[src/rtl/core/sedm_pkg.sv]
// Shared types and constants of the Sobel edge magnitude core.
`default_nettype none
package sedm_pkg;
    localparam int PIX_W     = 8;
    localparam int CFG_W     = 11;
    localparam int CFG_IDX_W = 2;
    localparam logic [CFG_W-1:0] CFG_DIM_RESET = 11'd1024;

    typedef enum logic [CFG_IDX_W-1:0] {
        CFG_FRAME_WIDTH  = 2'd0,
        CFG_FRAME_HEIGHT = 2'd1
    } cfg_index_t;

    localparam int TAP_CNT    = 9;
    localparam int TAP_W      = 4;
    localparam int GRAD_W     = 11;
    localparam int SUM_W      = 22;
    localparam int ROOT_STEPS = 11;
    localparam int STEP_W     = 4;
    localparam int SH_W       = 5;
    localparam int SAT_MAX    = 255;

    typedef logic [TAP_W-1:0]  tap_t;
    typedef logic [STEP_W-1:0] step_t;

    typedef enum logic [1:0] {
        OFS_NEG  = 2'b00,
        OFS_ZERO = 2'b01,
        OFS_POS  = 2'b10
    } ofs_t;

    localparam logic signed [2:0] KERN_X [TAP_CNT] = '{
        -3'sd1, 3'sd0, 3'sd1, -3'sd2, 3'sd0, 3'sd2, -3'sd1, 3'sd0, 3'sd1};
    localparam logic signed [2:0] KERN_Y [TAP_CNT] = '{
        -3'sd1, -3'sd2, -3'sd1, 3'sd0, 3'sd0, 3'sd0, 3'sd1, 3'sd2, 3'sd1};

    localparam ofs_t TAP_ROW [TAP_CNT] = '{
        OFS_NEG, OFS_NEG, OFS_NEG, OFS_ZERO, OFS_ZERO, OFS_ZERO, OFS_POS, OFS_POS, OFS_POS};
    localparam ofs_t TAP_COL [TAP_CNT] = '{
        OFS_NEG, OFS_ZERO, OFS_POS, OFS_NEG, OFS_ZERO, OFS_POS, OFS_NEG, OFS_ZERO, OFS_POS};

    typedef struct packed {
        logic  take;
        logic  rd;
        logic  acc;
        logic  sq;
        logic  rt;
        logic  load;
        tap_t  tap;
        step_t step;
    } cmd_t;

    typedef struct packed {
        logic produce;
        logic out_free;
    } status_t;
endpackage
`default_nettype wire

[src/rtl/core/sedm_ctrl.sv]
// Controller state machine: sequences tap reads, accumulate, squares, root steps, output load.
`default_nettype none
module sedm_ctrl (
    input  wire logic              clk,
    input  wire logic              rst_n,
    input  wire logic              in_valid,
    output logic                   in_ready,
    input  wire sedm_pkg::status_t status,
    output sedm_pkg::cmd_t         cmd
);
    import sedm_pkg::*;

    typedef enum logic [5:0] {
        S_IDLE = 6'b000001,
        S_READ = 6'b000010,
        S_ACC  = 6'b000100,
        S_SQR  = 6'b001000,
        S_ROOT = 6'b010000,
        S_DONE = 6'b100000
    } state_t;

    state_t state_reg, state_next;
    tap_t   tap_reg, tap_next;
    step_t  step_reg, step_next;

    always_comb
    begin
        state_next = state_reg;
        tap_next   = tap_reg;
        step_next  = step_reg;
        cmd        = '0;
        cmd.tap    = tap_reg;
        cmd.step   = step_reg;
        in_ready   = 1'b0;
        unique case (state_reg)
            S_IDLE:
            begin
                in_ready = 1'b1;
                cmd.take = in_valid;
                if (in_valid && status.produce)
                begin
                    tap_next   = '0;
                    state_next = S_READ;
                end
            end
            S_READ:
            begin
                cmd.rd  = 1'b1;
                cmd.acc = (tap_reg != '0);
                if (tap_reg == TAP_W'(TAP_CNT - 1))
                begin
                    state_next = S_ACC;
                end
                else
                begin
                    tap_next = tap_reg + TAP_W'(1);
                end
            end
            S_ACC:
            begin
                cmd.acc    = 1'b1;
                state_next = S_SQR;
            end
            S_SQR:
            begin
                cmd.sq     = 1'b1;
                step_next  = '0;
                state_next = S_ROOT;
            end
            S_ROOT:
            begin
                cmd.rt = 1'b1;
                if (step_reg == STEP_W'(ROOT_STEPS - 1))
                begin
                    state_next = S_DONE;
                end
                else
                begin
                    step_next = step_reg + STEP_W'(1);
                end
            end
            S_DONE:
            begin
                if (status.out_free)
                begin
                    cmd.load   = 1'b1;
                    state_next = S_IDLE;
                end
            end
            default:
            begin
                state_next = S_IDLE;
            end
        endcase
    end

    always_ff @(posedge clk or negedge rst_n)
    begin
        if (!rst_n)
        begin
            state_reg <= S_IDLE;
            tap_reg   <= '0;
            step_reg  <= '0;
        end
        else
        begin
            state_reg <= state_next;
            tap_reg   <= tap_next;
            step_reg  <= step_next;
        end
    end
endmodule
`default_nettype wire

[config.mk]
export PLATFORM = sky130hd
export DESIGN_NAME = sedm_ctrl
export DESIGN_NICKNAME = d
export VERILOG_FILES = /design/src/rtl/core/sedm_pkg.sv /design/src/rtl/core/sedm_ctrl.sv
export SDC_FILE = /design/constraint.sdc
export NUM_CORES = 1
export LEC_CHECK = 0
export ABC_AREA = 1
export BUFFER_PORTS_ARGS = -buffer_cell sky130_fd_sc_hd__clkbuf_2
export CORE_ASPECT_RATIO = 0.75
export CORE_UTILIZATION = 50
export CTS_BUF_LIST = sky130_fd_sc_hd__clkbuf_4
export DETAILED_ROUTE_END_ITERATION = 7
export PLACE_DENSITY = 0.79
export SLEW_MARGIN = 40
export SYNTH_ARGS = -nofsm -noshare
export SYNTH_HDL_FRONTEND = slang
export SYNTH_SLANG_ARGS = --single-unit
[constraint.sdc]
create_clock -name clk -period 2.73 [get_ports clk]
set_input_delay 0.546 -clock clk [delete_from_list [all_inputs] [get_ports clk]]
set_output_delay 0.546 -clock clk [all_outputs]
set_load 0.01 [all_outputs]
==> run metrics <==
status complete, no violations; Final nets 150; FFs w/ async S/R, synth 100.0%; syn_nets 126; critical path class flop to output pin; Synth Cell Area 899.6 um^2; Via density 5.118; Die ar. 1975 um^2; Post-CTS Setup Bufs 0; startpoint types flop; number of flops mapped to enable cells by yosys 0; row count 12; number of global-route vias before repair 713; Crit path arrival time 1.47 ns; Tcrit/Tclk final 73.77%; max reg flops 6; Pwr Total 0.7570 mW; Slew Limit Fails 0; drt drc 0; Die Height 38.74 um; YS warnings 0; Netlist cell types 21; clk sink count 14; Critical Path RT 2.18 ns; initial antenna violation count 0; Post-DRT Antenna Nets 0; GR Layer Usage met2 34.87%; relative slew slack 75.41%; DRT Pass-1 Iters 4; fin crit period 2.014 ns; Hold Crit Class primary input to async pin; CTS tree built; CTS root buf clkbuf_4; largest net degree at the start of global routing 15; global-route wire length before repair 3.187 mm; VDD IR max 0.4114 mV; M1 GR Usage 30.41%; GR Layer Usage met3 8.235%; achievable frequency 0.4965 GHz; Max Cap Viol 0; Critical Path End Type output pin; endpoints failing setup 0; Fin Setup TNS 0 ns; Port Buffers 19; GPL Wtd Cong 0.9439; Slew @ Worst Pin 0.3689 ns; clock insertion delay at the later pin of the skew report 0.29 ns; syn avg cell area 7.689 um^2; register bit total from synthesis 14; total congestion overflow 0; number of buffers created by CTS 3; Hold Vio Cnt, Final 0; setup ws final 0.7160 ns; initial core utilization 57.06%; clock skew 0.0007759 ns; GRT Total Usage 22.73%; RSZ-0062 raised after global routing no; chip width 50.98 um; Reg clk slew, reported paths 0.09 ns; CTS Hold Bufs 0; placed insts 157; Layout area overhead 16.41%; Inserted Diodes 0; CP max FO 5; drt wl/cell 11.53 um; Static Leakage 0.6273 nW; most frequent cells in the layout 28 x nand2_1, 19 x clkbuf_2, 18 x inv_1, 14 x nand3_1; Max clock buf depth 2; post-synthesis sequential area ratio 39.08%; DR vias 824; GR peak layer met2; post-DP HPWL 1.474 mm; pwr dens 722.9 nW/um^2; dpl ws 1.042 ns; Starting DRT DRC Count 26; Syn Inst Count 117; dominant synthesized flop cell dfrtp_1; Final Non-Filler Cells 161; I/O Pins 20; share of cells above drive strength 1 25.71%; Routed WL 1.857 mm; Resized cells post-CTS 0; H-tree depth 1; commonest non-fill, non-tap cell in the layout nand2_1; CORE AREA 1577 um^2
[layer usage]
metal | vias to the layer above | share of wire [%]
li1 | 420 | -
met1 | 375 | 50
met2 | 26 | 43
met3 | 3 | 6.0
met4 | 0 | 0.59
met5 | - | 0
[cells by family (layout without fill, tap and decap cells)]
kind of cell	Yosys count	count (layout)	synth area share, %
adder cells (fa/ha/maj)	4	4	5.564
AND/OR/NAND/NOR	73	73	40.89
AO/OA/AOI/OAI	5	5	4.034
flip-flops	14	14	39.08
buffers and inverters	18	41	7.510
XOR/XNOR	3	3	2.921
[Yosys cell counts (all sizes together), types with 2 or more instances]
master	instances	share of area, %
nand2	31	15
inv	18	7.5
nor2	18	10
nand3	16	10
dfrtp	13	36
ha	4	5.6
nand4	4	2.8
o21ai	4	2.2
nor3	2	1.7
xor2	2	1.9
[path summary, 6_finish.rpt]
path,startpoint,end,slack [ns],depth (start not counted)
worst max-delay path,state_reg[3]$_DFFE_PN0P_,cmd[11],0.72,6
worst min-delay path,rst_n,step_reg[1]$_DFFE_PN0P_,0.15,1
worst max register to register,tap_reg[0]$_DFFE_PN0P_,tap_reg[3]$_DFFE_PN0P_,1.34,8
worst min register to register,tap_reg[0]$_DFFE_PN0P_,tap_reg[0]$_DFFE_PN0P_,0.56,2
max in group asynchronous,rst_n,state_reg[0]$_DFFE_PN1P_,2.27,1
min in group clk,tap_reg[0]$_DFFE_PN0P_,tap_reg[0]$_DFFE_PN0P_,0.56,2
[where the power goes]
| group | total (mW) | switching [mW] | internal, mW | leakage, nW |
|---|---|---|---|---|
| Sequential | 0.283 | 0.0382 | 0.245 | 0.189 |
| Clock | 0.127 | 0.0739 | 0.0532 | 0.0154 |
| Combinational | 0.347 | 0.214 | 0.132 | 0.423 |
[worst max-delay path, cell delays in order (launching register included)]
cell and delay (ns):
dfrtp_1 0.41, nor2_2 0.25, nand2_4 0.13, nor2_4 0.11, o21ai_0 0.08, nand2_1 0.06, clkbuf_2 0.13
[per-stage QoR]
stage          hold WS, ns  utilization [%]  area, um^2
2_1_floorplan       0.2504                -       899.6
3_3_place_gp        0.4713            64.76        1021
3_5_place_dp        0.4774            64.76        1021
4_1_cts             0.1560            66.43        1047
5_1_grt             0.1736            66.43        1047
6_report            0.1499            66.43        1047
[cell type report]
cell class              count  area, um^2
clock inverters             1       3.754
repair buffers             19       95.09
well taps                  21       26.28
clock buffers               3       22.52
fillers                   149       529.3
inverters                  18       67.56
multi-input cells          85       480.5
flip-flops and latches     14       351.6
No activity file was read; power rests on OpenSTA's default activity.
